### src/design/thlc_pkg.sv
// ----------------------------------------------------------------------------
// thlc_pkg
// Types, codes and band helpers shared by the classifier modules.
// ----------------------------------------------------------------------------
`default_nettype none

package thlc_pkg;

  typedef logic [1:0] band_t;

  localparam band_t BAND_GREEN  = 2'd0;
  localparam band_t BAND_YELLOW = 2'd1;
  localparam band_t BAND_RED    = 2'd2;
  localparam band_t BAND_NONE   = 2'd3;

  localparam logic [1:0] KIND_SCORE    = 2'd0;
  localparam logic [1:0] KIND_OVERRIDE = 2'd1;
  localparam logic [1:0] KIND_CLEAR    = 2'd2;

  localparam logic [1:0] STATUS_OK       = 2'd0;
  localparam logic [1:0] STATUS_NOOP     = 2'd1;
  localparam logic [1:0] STATUS_CONFLICT = 2'd2;

  localparam logic [1:0] CAUSE_NONE     = 2'd0;
  localparam logic [1:0] CAUSE_HYST     = 2'd1;
  localparam logic [1:0] CAUSE_OVERRIDE = 2'd2;
  localparam logic [1:0] CAUSE_CLEARED  = 2'd3;

  localparam logic [2:0] REG_GREEN_MIN     = 3'd0;
  localparam logic [2:0] REG_YELLOW_MIN    = 3'd1;
  localparam logic [2:0] REG_RISE_MARGIN   = 3'd2;
  localparam logic [2:0] REG_FALL_MARGIN   = 3'd3;
  localparam logic [2:0] REG_CONFIRM_COUNT = 3'd4;
  localparam logic [2:0] REG_MIN_DWELL     = 3'd5;

  localparam int CFG_INDEX_BITS = 3;
  localparam int CFG_DATA_BITS  = 32;
  localparam int THR_BITS       = 16;
  localparam int CNT_BITS       = 8;
  localparam int DWELL_BITS     = 32;

  localparam logic [CNT_BITS-1:0] CNT_MAX = '1;

  typedef struct packed {
    logic [THR_BITS-1:0]   green_min;
    logic [THR_BITS-1:0]   yellow_min;
    logic [THR_BITS-1:0]   rise_margin;
    logic [THR_BITS-1:0]   fall_margin;
    logic [CNT_BITS-1:0]   confirm_count;
    logic [DWELL_BITS-1:0] min_dwell;
  } cfg_t;

  typedef struct packed {
    logic                has_state;
    band_t               current_band;
    logic                pending_valid;
    band_t               pending_band;
    logic [CNT_BITS-1:0] pending_count;
    logic                override_active;
    band_t               forced_band;
    logic [THR_BITS-1:0] last_score;
    logic                has_score;
  } ctrl_state_t;

  typedef struct packed {
    logic [1:0]          status;
    logic                changed;
    band_t               from_band;
    band_t               to_band;
    logic [1:0]          cause;
    logic                suppressed;
    logic [CNT_BITS-1:0] confirmations;
    band_t               band;
  } result_t;

  // Raw band of a score; green test first.
  function automatic band_t band_of(cfg_t c, logic [THR_BITS-1:0] s);
    band_t b;
    if (s >= c.green_min) begin
      b = BAND_GREEN;
    end else if (s >= c.yellow_min) begin
      b = BAND_YELLOW;
    end else begin
      b = BAND_RED;
    end
    return b;
  endfunction

  // Lower threshold of a band; red starts at zero.
  function automatic logic [THR_BITS-1:0] band_min(cfg_t c, band_t b);
    logic [THR_BITS-1:0] m;
    case (b)
      BAND_GREEN:  m = c.green_min;
      BAND_YELLOW: m = c.yellow_min;
      default:     m = '0;
    endcase
    return m;
  endfunction

  function automatic band_t eff_band(ctrl_state_t s);
    band_t b;
    if (s.override_active) begin
      b = s.forced_band;
    end else if (s.has_state) begin
      b = s.current_band;
    end else begin
      b = BAND_NONE;
    end
    return b;
  endfunction

endpackage

`default_nettype wire

### src/design/thlc_cfg.sv
// ----------------------------------------------------------------------------
// thlc_cfg
// Configuration register file: thresholds, margins, confirm count, dwell.
// ----------------------------------------------------------------------------
`default_nettype none

module thlc_cfg import thlc_pkg::*; #(
  parameter int SCORE_BITS = 16,
  parameter int TIME_BITS  = 32
) (
  input  wire                      clk,
  input  wire                      rst,
  input  wire                      wr_en,
  input  wire [CFG_INDEX_BITS-1:0] wr_index,
  input  wire [CFG_DATA_BITS-1:0]  wr_data,
  output cfg_t                     cfg
);

  // Writable bits are limited by the score and time widths.
  localparam int SW = (SCORE_BITS < THR_BITS) ? SCORE_BITS : THR_BITS;
  localparam int TW = (TIME_BITS < DWELL_BITS) ? TIME_BITS : DWELL_BITS;

  logic [THR_BITS-1:0]   thr_data;
  logic [DWELL_BITS-1:0] dwell_data;

  assign thr_data   = THR_BITS'(wr_data[SW-1:0]);
  assign dwell_data = DWELL_BITS'(wr_data[TW-1:0]);

  always_ff @(posedge clk) begin
    if (rst) begin
      cfg.green_min     <= THR_BITS'(40000);
      cfg.yellow_min    <= THR_BITS'(20000);
      cfg.rise_margin   <= THR_BITS'(1000);
      cfg.fall_margin   <= THR_BITS'(1000);
      cfg.confirm_count <= CNT_BITS'(3);
      cfg.min_dwell     <= DWELL_BITS'(5000);
    end else if (wr_en) begin
      case (wr_index)
        REG_GREEN_MIN:     cfg.green_min     <= thr_data;
        REG_YELLOW_MIN:    cfg.yellow_min    <= thr_data;
        REG_RISE_MARGIN:   cfg.rise_margin   <= thr_data;
        REG_FALL_MARGIN:   cfg.fall_margin   <= thr_data;
        REG_CONFIRM_COUNT: cfg.confirm_count <= wr_data[CNT_BITS-1:0];
        REG_MIN_DWELL:     cfg.min_dwell     <= dwell_data;
        default: ;
      endcase
    end
  end

endmodule

`default_nettype wire

### src/design/thlc_judge.sv
// ----------------------------------------------------------------------------
// thlc_judge
// Next-state and result logic for one event against the classifier state.
// ----------------------------------------------------------------------------
`default_nettype none

module thlc_judge import thlc_pkg::*; #(
  parameter int TIME_BITS = 32
) (
  input  cfg_t                 cfg,
  input  ctrl_state_t          st,
  input  wire [TIME_BITS-1:0]  entered_at,
  input  wire [1:0]            kind,
  input  wire [TIME_BITS-1:0]  now,
  input  wire [THR_BITS-1:0]   score,
  input  band_t                ovr_band,
  input  wire                  replace,
  output ctrl_state_t          st_next,
  output logic [TIME_BITS-1:0] entered_at_next,
  output result_t              res
);

  localparam int DW = (TIME_BITS > DWELL_BITS) ? TIME_BITS : DWELL_BITS;

  band_t               raw;
  band_t               raw_last;
  band_t               ob;
  band_t               prior_band;
  logic                up;
  logic                crossed;
  logic [THR_BITS:0]   rise_need;
  logic [THR_BITS:0]   fall_sum;
  logic [CNT_BITS-1:0] cnt_new;
  logic [TIME_BITS-1:0] dwell;
  logic                dwell_short;

  assign raw        = band_of(cfg, score);
  assign raw_last   = band_of(cfg, st.last_score);
  assign ob         = (ovr_band == BAND_NONE) ? BAND_RED : ovr_band;
  assign prior_band = eff_band(st);
  assign up         = raw < st.current_band;

  assign rise_need = {1'b0, band_min(cfg, raw)} + {1'b0, cfg.rise_margin};
  assign fall_sum  = {1'b0, score} + {1'b0, cfg.fall_margin};
  assign crossed   = up ? ({1'b0, score} >= rise_need)
                        : (fall_sum < {1'b0, band_min(cfg, st.current_band)});

  assign cnt_new = (st.pending_valid && st.pending_band == raw)
                   ? ((st.pending_count == CNT_MAX) ? CNT_MAX
                                                    : st.pending_count + CNT_BITS'(1))
                   : CNT_BITS'(1);

  // Elapsed time wraps modulo 2^TIME_BITS.
  assign dwell       = now - entered_at;
  assign dwell_short = DW'(dwell) < DW'(cfg.min_dwell);

  always_comb begin
    st_next         = st;
    entered_at_next = entered_at;
    res             = '0;

    case (kind)
      KIND_SCORE: begin
        st_next.last_score = score;
        st_next.has_score  = 1'b1;
        if (!st.has_state) begin
          st_next.has_state     = 1'b1;
          st_next.current_band  = raw;
          entered_at_next       = now;
          st_next.pending_valid = 1'b0;
          st_next.pending_count = '0;
        end else if (st.override_active) begin
          // judgement on hold while forced
        end else if (raw == st.current_band) begin
          st_next.pending_valid = 1'b0;
          st_next.pending_count = '0;
        end else if (!crossed) begin
          st_next.pending_valid = 1'b0;
          st_next.pending_count = '0;
          res.suppressed        = 1'b1;
        end else begin
          st_next.pending_valid = 1'b1;
          st_next.pending_band  = raw;
          st_next.pending_count = cnt_new;
          if (cnt_new < cfg.confirm_count || dwell_short) begin
            res.suppressed = 1'b1;
          end else begin
            res.changed           = 1'b1;
            res.cause             = CAUSE_HYST;
            res.from_band         = st.current_band;
            res.to_band           = raw;
            res.confirmations     = cnt_new;
            st_next.current_band  = raw;
            entered_at_next       = now;
            st_next.pending_valid = 1'b0;
            st_next.pending_count = '0;
          end
        end
      end
      KIND_OVERRIDE: begin
        if (st.override_active && st.forced_band == ob) begin
          res.status = STATUS_NOOP;
        end else if (st.override_active && !replace) begin
          res.status = STATUS_CONFLICT;
        end else begin
          res.from_band           = (prior_band == BAND_NONE) ? ob : prior_band;
          res.to_band             = ob;
          res.changed             = 1'b1;
          res.cause               = CAUSE_OVERRIDE;
          st_next.override_active = 1'b1;
          st_next.forced_band     = ob;
          entered_at_next         = now;
        end
      end
      KIND_CLEAR: begin
        if (!st.override_active) begin
          res.status = STATUS_NOOP;
        end else begin
          st_next.override_active = 1'b0;
          st_next.forced_band     = BAND_GREEN;
          entered_at_next         = now;
          if (st.has_score) begin
            st_next.has_state     = 1'b1;
            st_next.pending_valid = 1'b0;
            st_next.pending_count = '0;
            st_next.current_band  = raw_last;
            if (raw_last != st.forced_band) begin
              res.changed   = 1'b1;
              res.cause     = CAUSE_CLEARED;
              res.from_band = st.forced_band;
              res.to_band   = raw_last;
            end
          end
        end
      end
      default: ;
    endcase

    res.band = eff_band(st_next);
  end

endmodule

`default_nettype wire

### src/design/three_level_hysteresis_classifier.sv
// ----------------------------------------------------------------------------
// three_level_hysteresis_classifier
// Sorts a link quality score into green / yellow / red with hysteresis,
// debounce, dwell time and manual override.
// ----------------------------------------------------------------------------
//
//  Channel | Signals                                        | Dir | Transfer
//  --------+------------------------------------------------+-----+-----------------
//  in      | in_valid/in_ready, kind, time_now, score,      | in  | valid & ready
//          | override_band, replace                         |     |
//  out     | out_valid/out_ready, status, changed,          | out | valid & ready
//          | from_band, to_band, cause, suppressed,         |     |
//          | confirmations, band                            |     |
//  cfg     | cfg_valid/cfg_ready, cfg_index, cfg_data       | in  | valid & ready
//
//  One event per cycle sustained while the output is not stalled. An event
//  waits in the input register, where the judge logic evaluates it against
//  the current state; state and result register load together, and the
//  result register follows the input register. The next event sees the
//  updated state at once. cfg_ready is always high. Reset clears the state
//  and loads register defaults; a stalled output holds its result and the
//  input register, and in_ready drops only while both are full.
//
`default_nettype none

module three_level_hysteresis_classifier import thlc_pkg::*; #(
  parameter int SCORE_BITS = 16,
  parameter int TIME_BITS  = 32
) (
  input  wire                      clk,
  input  wire                      rst,
  // input events
  input  wire                      in_valid,
  output logic                     in_ready,
  input  wire [1:0]                kind,
  input  wire [TIME_BITS-1:0]      time_now,
  input  wire [SCORE_BITS-1:0]     score,
  input  wire [1:0]                override_band,
  input  wire                      replace,
  // results
  output logic                     out_valid,
  input  wire                      out_ready,
  output logic [1:0]               status,
  output logic                     changed,
  output logic [1:0]               from_band,
  output logic [1:0]               to_band,
  output logic [1:0]               cause,
  output logic                     suppressed,
  output logic [7:0]               confirmations,
  output logic [1:0]               band,
  // configuration writes
  input  wire                      cfg_valid,
  output logic                     cfg_ready,
  input  wire [CFG_INDEX_BITS-1:0] cfg_index,
  input  wire [CFG_DATA_BITS-1:0]  cfg_data
);

  // Score and time are limited to 16 and 32 significant bits.
  localparam int SW = (SCORE_BITS < THR_BITS) ? SCORE_BITS : THR_BITS;
  localparam int TW = (TIME_BITS < DWELL_BITS) ? TIME_BITS : DWELL_BITS;

  cfg_t cfg;

  // Input register
  logic                 s1_valid;
  logic [1:0]           s1_kind;
  logic [TIME_BITS-1:0] s1_now;
  logic [THR_BITS-1:0]  s1_score;
  band_t                s1_ovr;
  logic                 s1_replace;

  // Classifier state
  ctrl_state_t          st;
  ctrl_state_t          st_next;
  logic [TIME_BITS-1:0] entered_at;
  logic [TIME_BITS-1:0] entered_at_next;

  result_t res_next;
  result_t res_q;

  logic in_xfer;
  logic s1_advance;

  assign cfg_ready = 1'b1;

  thlc_cfg #(
    .SCORE_BITS (SCORE_BITS),
    .TIME_BITS  (TIME_BITS)
  ) u_cfg (
    .clk      (clk),
    .rst      (rst),
    .wr_en    (cfg_valid),
    .wr_index (cfg_index),
    .wr_data  (cfg_data),
    .cfg      (cfg)
  );

  // Output slot is free when empty or being taken this cycle.
  assign s1_advance = s1_valid && (!out_valid || out_ready);
  assign in_ready   = !s1_valid || s1_advance;
  assign in_xfer    = in_valid && in_ready;

  always_ff @(posedge clk) begin
    if (rst) begin
      s1_valid <= 1'b0;
    end else if (in_ready) begin
      s1_valid <= in_valid;
    end
  end

  always_ff @(posedge clk) begin
    if (in_xfer) begin
      s1_kind    <= kind;
      s1_now     <= TIME_BITS'(time_now[TW-1:0]);
      s1_score   <= THR_BITS'(score[SW-1:0]);
      s1_ovr     <= override_band;
      s1_replace <= replace;
    end
  end

  thlc_judge #(
    .TIME_BITS (TIME_BITS)
  ) u_judge (
    .cfg             (cfg),
    .st              (st),
    .entered_at      (entered_at),
    .kind            (s1_kind),
    .now             (s1_now),
    .score           (s1_score),
    .ovr_band        (s1_ovr),
    .replace         (s1_replace),
    .st_next         (st_next),
    .entered_at_next (entered_at_next),
    .res             (res_next)
  );

  // State commits only when the event moves into the result register.
  always_ff @(posedge clk) begin
    if (rst) begin
      st         <= '0;
      entered_at <= '0;
    end else if (s1_advance) begin
      st         <= st_next;
      entered_at <= entered_at_next;
    end
  end

  always_ff @(posedge clk) begin
    if (rst) begin
      out_valid <= 1'b0;
    end else if (!out_valid || out_ready) begin
      out_valid <= s1_valid;
    end
  end

  always_ff @(posedge clk) begin
    if (s1_advance) begin
      res_q <= res_next;
    end
  end

  assign status        = res_q.status;
  assign changed       = res_q.changed;
  assign from_band     = res_q.from_band;
  assign to_band       = res_q.to_band;
  assign cause         = res_q.cause;
  assign suppressed    = res_q.suppressed;
  assign confirmations = res_q.confirmations;
  assign band          = res_q.band;

endmodule

`default_nettype wire

### config.mk
export PLATFORM = sky130hd
export DESIGN_NAME = three_level_hysteresis_classifier
export DESIGN_NICKNAME = d
export VERILOG_FILES = /design/src/design/thlc_pkg.sv /design/src/design/thlc_cfg.sv /design/src/design/thlc_judge.sv /design/src/design/three_level_hysteresis_classifier.sv
export SDC_FILE = /design/constraint.sdc
export NUM_CORES = 1
export LEC_CHECK = 0
export BUFFER_PORTS_ARGS = -buffer_cell sky130_fd_sc_hd__buf_2
export CORE_ASPECT_RATIO = 0.6
export CORE_MARGIN = 2
export CORE_UTILIZATION = 56
export CTS_CLUSTER_DIAMETER = 150
export DETAILED_ROUTE_END_ITERATION = 12
export GPL_TIMING_DRIVEN = 0
export PLACE_DENSITY_LB_ADDON = 0.08
export SLEW_MARGIN = 10
export SYNTH_ARGS = -nofsm -noshare
export SYNTH_HDL_FRONTEND = slang
export SYNTH_SLANG_ARGS = --single-unit
### constraint.sdc
create_clock -name clk -period 6.3 [get_ports clk]
set_input_delay 1.26 -clock clk [delete_from_list [all_inputs] [get_ports clk]]
set_output_delay 1.26 -clock clk [all_outputs]
set_load 0.02 [all_outputs]
Yosys cells after proc, flatten, opt, wreduce, memory -nomap -nowiden --
Cells that the tools add are included.
Word-level totals: output and inout bits 23, input bits 93, word-level logic and storage cells 167, bits in registers 245
Operators by class: equality and inequality tests 24, $add $sub $neg 4, bitwise gates (word level) 5, order comparisons 9, mux-type cells 65, reductions and logical operators 29
Operator list (count):
- $mux W32 | 8
- $pmux W32 S3 | 1
- $mux W8 | 9
- $ge A16 B16 Y1 | 4
- $pmux W16 S2 | 2
- $mux W7 | 7
- $mux W16 | 3
- $add A16 B16 Y17 | 2
- $lt A32 B32 Y1 | 1
- $mux W2 | 16
- $sub A32 B32 Y32 | 1
- $pmux W7 S3 | 1
- $ge A16 B17 Y1 | 1
- $lt A17 B16 Y1 | 1
- $pmux W8 S2 | 1
- $reduce_and A2 Y1 | 7
- $mux W13 | 1
- $mux W3 | 4
- $mux W11 | 1
- $ne A3 B3 Y1 const B | 3
- $reduce_and A9 Y1 | 1
- $add A8 B1 Y8 const B | 1
- $eq A8 B8 Y1 const B | 1
- $lt A8 B8 Y1 | 1
- 27 further kinds | 58

Logic depth before layout (Yosys ltp) --
depth in word-level cells 16, mapped depth 32

Modules after synthesis --
A second synthesis with hierarchy kept.
Second synthesis, totals: cell total of the unflattened synthesis 2087, area, all modules 18559.0 um^2
By module, submodules not included:
- thlc_judge | area each 9069.9 um^2, times used 1, sequential area each 0.0 um^2, cells an instance 1317
- three_level_hysteresis_classifier | area each 5258.8 um^2, times used 1, sequential area each 3553.4 um^2, cells an instance 371
- thlc_cfg | area each 4230.3 um^2, times used 1, sequential area each 2082.0 um^2, cells an instance 399

Worst setup path after synthesis --
Ideal clock, no wire load.
path type flip-flop to flip-flop, start point register s1_score[0], end point register res_q (netlist bit from_band[1]), data pin, arrival 6.057 ns, buffers on the path 2, stages on the path, launching flop included 31, slack 0.091 ns, clock period less this slack 6.209 ns, setup time 0.152 ns, cell sequence edfxtp_1 -> inv_1 -> ha_1 -> nor3b_1 -> o21ai_1 -> a211oi_1 -> nor3_1 -> or2_1 -> clkbuf_1 -> nor2_1 -> inv_2 -> o21ai_0 -> ha_1 -> a21o_1 -> a21oi_1 -> o21bai_1 -> a31oi_1 -> o21ai_1 -> o41ai_1 -> xnor2_1 -> ha_1 -> nand4_1 -> or2_0 -> or3_1 -> nand3_1 -> a21oi_1 -> o32ai_1 -> nand2_1 -> clkbuf_1 -> or4_1 -> a31oi_1
RTL lines:
- start: declaration | RTL line three_level_hysteresis_classifier.sv:68 | logic [THR_BITS-1:0] s1_score;
- start signal: assignment | RTL line three_level_hysteresis_classifier.sv:115 | s1_score <= THR_BITS'(score[SW-1:0]);
- end signal: assignment | RTL line three_level_hysteresis_classifier.sv:158 | res_q <= res_next;
- end: declaration | RTL line three_level_hysteresis_classifier.sv:79 | result_t res_q;

==> summary.md <==
| Metric | Value |
|---|---|
| Hold depth | 2 |
| Cell accounting for the most synthesized area | dfxtp_1 |
| Switching power | 1.33 mW |
| Area post-placement | 17,000 µm² |
| FF-to-FF path depth | 28 |
| Fill count | 2,169 |
| Die ar. | 29,900 µm² |
| Area contributors post-synth | dfxtp_1, ha_1, edfxtp_1, nand2_1, a21oi_1 |
| Total grt overflow | 0 |
| Outcome | finished with violations |
| Clock Pin Slew Worst Setup and Hold Paths | 0.07 ns |
| Clock Skews | 0.0251 ns |
| Longest Clk Path Bufs | 3 |
| Worst-margin pin slew | 1.15 ns |
| Max Slew Vio Count | 0 |
| Fin. Hold Viols | 0 |
| Avg Inst Size Synth | 8.50 µm² |
| Final net count | 2,397 |
| Hold slack | 0.456 ns |
| Core area | 27,800 µm² |
| Fin crit share | 1.07 |
| RSZ-0062 raised after global routing | true |
| Initial DRC count | 1,586 |
| Post-DRT Antenna Nets | 0 |
| # setup viols final | 56 |
| Maxcap violations | 0 |
| Register area share after synthesis | 0.353 |
| First-pass GRT wire length | 76.5 mm |
| Cell area after synthesis | 16,000 µm² |
| LEAKAGE | 7.78 nW |
| Fmax | 149 MHz |
| Ports | 116 |
| Largest net degree at the start of global routing | 54 |
| CTS tree | built |
| Post-synthesis cell type count | 84 |
| FP Rows | 47 |
| Layout area overhead | 21.4% |
| Crit-path slowest cell | edfxtp_1 |
| TNS Setup | -16.03 ns |
| Final WL | 50.8 mm |
| Final Critical Period | 6.73 ns |
| Max transition margin | 0.228 |
| Pwr Density | 232 nW/µm² |
| Worst hold path type | register to register |
| Switching portion of total power | 0.296 |
| Clk_lat worst skew | 0.56 ns |
| Crit path largest cell delay | 0.48 ns |
| Area fraction of the dominant cell type after synthesis | 0.216 |
| Antenna Cells | 0 |
| Final Util | 0.696 |
| Die W | 222 µm |
| Clock share of power | 0.380 |
| IO buf count | 113 |
| Starting Density | 0.574 |
| Clock root buffer | clkbuf_16 |
| Worst setup margin | -0.433 ns |
| Vias per cell | 5.98 |
| Max IR drop VDD | 0.203 mV |
| Internal power | 3.16 mW |
| CTS buffer count | 26 |
| Placed insts | 2,358 |
| Sequential power share | 0.384 |
| Critical path launch point type | register |
| Drt first pass iters | 5 |
| Crit path required time | 6.68 ns |
| Design area | 19,400 µm² |
| Crit-path max FO | 8 |
| Overall power | 4.48 mW |
| Post-synth ARST share | 0 |
| Gr usage total | 0.331 |
| Die outline height | 135 µm |
| Post-synth EDFFs | 73 |
| Yosys warnings | 0 |
| Worst EP arrival | 7.11 ns |
| Post-DP HPWL | 37.3 mm |
| Failing checks | setup timing |
| CP endpoint kind | register |
| Post-synth top flop | dfxtp_1 |
| Drt drc | 0 |
| Most frequent CP cell | o21ai_2 |
| Drt wl/cell | 20.4 µm |
| CP Class | register to register |
| H-tree depth | 1 |
| Net Count, Synth | 2,178 |
| Gate power share | 0.236 |
| Fin cells | 2,484 |
| Hold Buf Count CTS | 0 |
| Mapped Cells | 1,878 |
| Vias in the first global route | 13,600 |
| Pre-CTS setup slack | -2.93 ns |
| Routability cong. | 0.984 |
| Via Count | 14,900 |
| Initial antenna violation count | 0 |
| Synthesized flop and latch total | 245 |
| Clock sink count | 245 |
| Layout cells sized above 1 | 0.168 |
==> synth_stat cells (all sizes together), types with 17 or more instances <==
master / instances
nand4: 19
a21oi: 184
nor2b: 17
nor2: 85
o211ai: 19
nand3: 39
o21ai: 84
mux2i: 36
nand2b: 77
and2: 19
nand2: 321
clkbuf: 63
nor3: 22
ha: 204
dfxtp: 172
edfxtp: 73
a21o: 30
nand3b: 25
xnor2: 40
inv: 135
==> sequential cells by signal, indices dropped and copies added, names as in the netlist, 2 cells and up <==
name	count
confirmations	8
s1_score	16
from_band	2
s1_now	32
s1_ovr	2
to_band	2
st	34
band	2
entered_at	32
u_cfg.cfg	104
s1_kind	2
cause	2
status	2
==> kinds of logic after synthesis <==
kind of cell,synth area share
AOI/OAI and AO/OA,0.176
xor gates and xnor gates,0.0291
adders and majority gates,0.164
buffers and inverters,0.0496
DFF,0.353
muxes,0.0226
other,0.000235
and+or+nand+nor,0.206
==> area by class of cell <==
class                      count  area, µm²  area share
clock buffer                  39        792      0.0409
inverter                     136        513      0.0265
sequential                   245       5640       0.291
clock inverter                 9        148     0.00762
timing repair buffer         192       1260      0.0652
buffer                        68        349      0.0180
tap                          367        459      0.0237
multi-input combinational   1428      10200       0.527
==> critical path, delay by kind of cell (launching register included) <==
kind            cells  cell delay (ns)
xor+xnor            1             0.13
compound gates     12             2.44
simple gates        9             2.08
buf+inv             2             0.33
fa+ha+maj           4             1.13
flops               1             0.48
==> power groups by stage <==
stage	Combinational [mW]	Clock, mW	Sequential [mW]
5_1_grt	1.15	1.78	1.73
4_1_cts	0.978	1.72	1.72
2_1_floorplan	0.579	0	1.75
3_3_place_gp	0.819	0	1.76
3_5_place_dp	0.846	0	1.76
6_report	1.06	1.70	1.72
==> final timing paths <==
| path | from | end | slack (ns) |
|---|---|---|---|
| max | s1_score[7]$_DFFE_PP_ | to_band[1]$_DFFE_PP_ | -0.43 |
| max reg2reg | s1_score[7]$_DFFE_PP_ | to_band[1]$_DFFE_PP_ | -0.43 |
| min reg2reg | u_cfg.cfg[35]$_SDFFE_PP0P_ | u_cfg.cfg[35]$_SDFFE_PP0P_ | 0.46 |
| min | u_cfg.cfg[35]$_SDFFE_PP0P_ | u_cfg.cfg[35]$_SDFFE_PP0P_ | 0.46 |
==> routing by layer <==
layer / GRT usage / routed length (µm) / part of all wire / vias to the layer above
met3: 0.0940 / 6100 / 0.12 / 81
li1: - / - / - / 7076
met1: 0.509 / 23900 / 0.47 / 6993
met2: 0.453 / 19600 / 0.39 / 707
met5: 0 / 0 / 0 / -
met4: 0.0724 / 1100 / 0.022 / 0
==> layout by cell type (no fill, tap or decap), types with 17 or more instances in the layout <==
cell	netlist	routed
nor2_1	85	81
o21ai_1	23	19
clkbuf_16	0	30
a21oi_1	182	168
nand3_1	38	37
buf_2	2	114
nand2b_1	77	76
and2_1	18	17
edfxtp_1	73	73
nand4_1	19	19
buf_4	4	72
inv_1	134	132
mux2i_1	36	32
nand2_1	321	319
nand3b_1	25	25
o211ai_1	19	19
ha_1	204	191
o21ai_0	60	51
dfxtp_1	172	170
clkbuf_1	63	62
xnor2_1	40	40
a21o_1	30	30
==> timing repair <==
item,CTS,global route
gates resized for setup,108,54
gates cloned,1,3
setup buffers,59,17
pin swaps,34,26
endpoints found under the setup margin,62,62
Power figures use the tool's default switching activity.
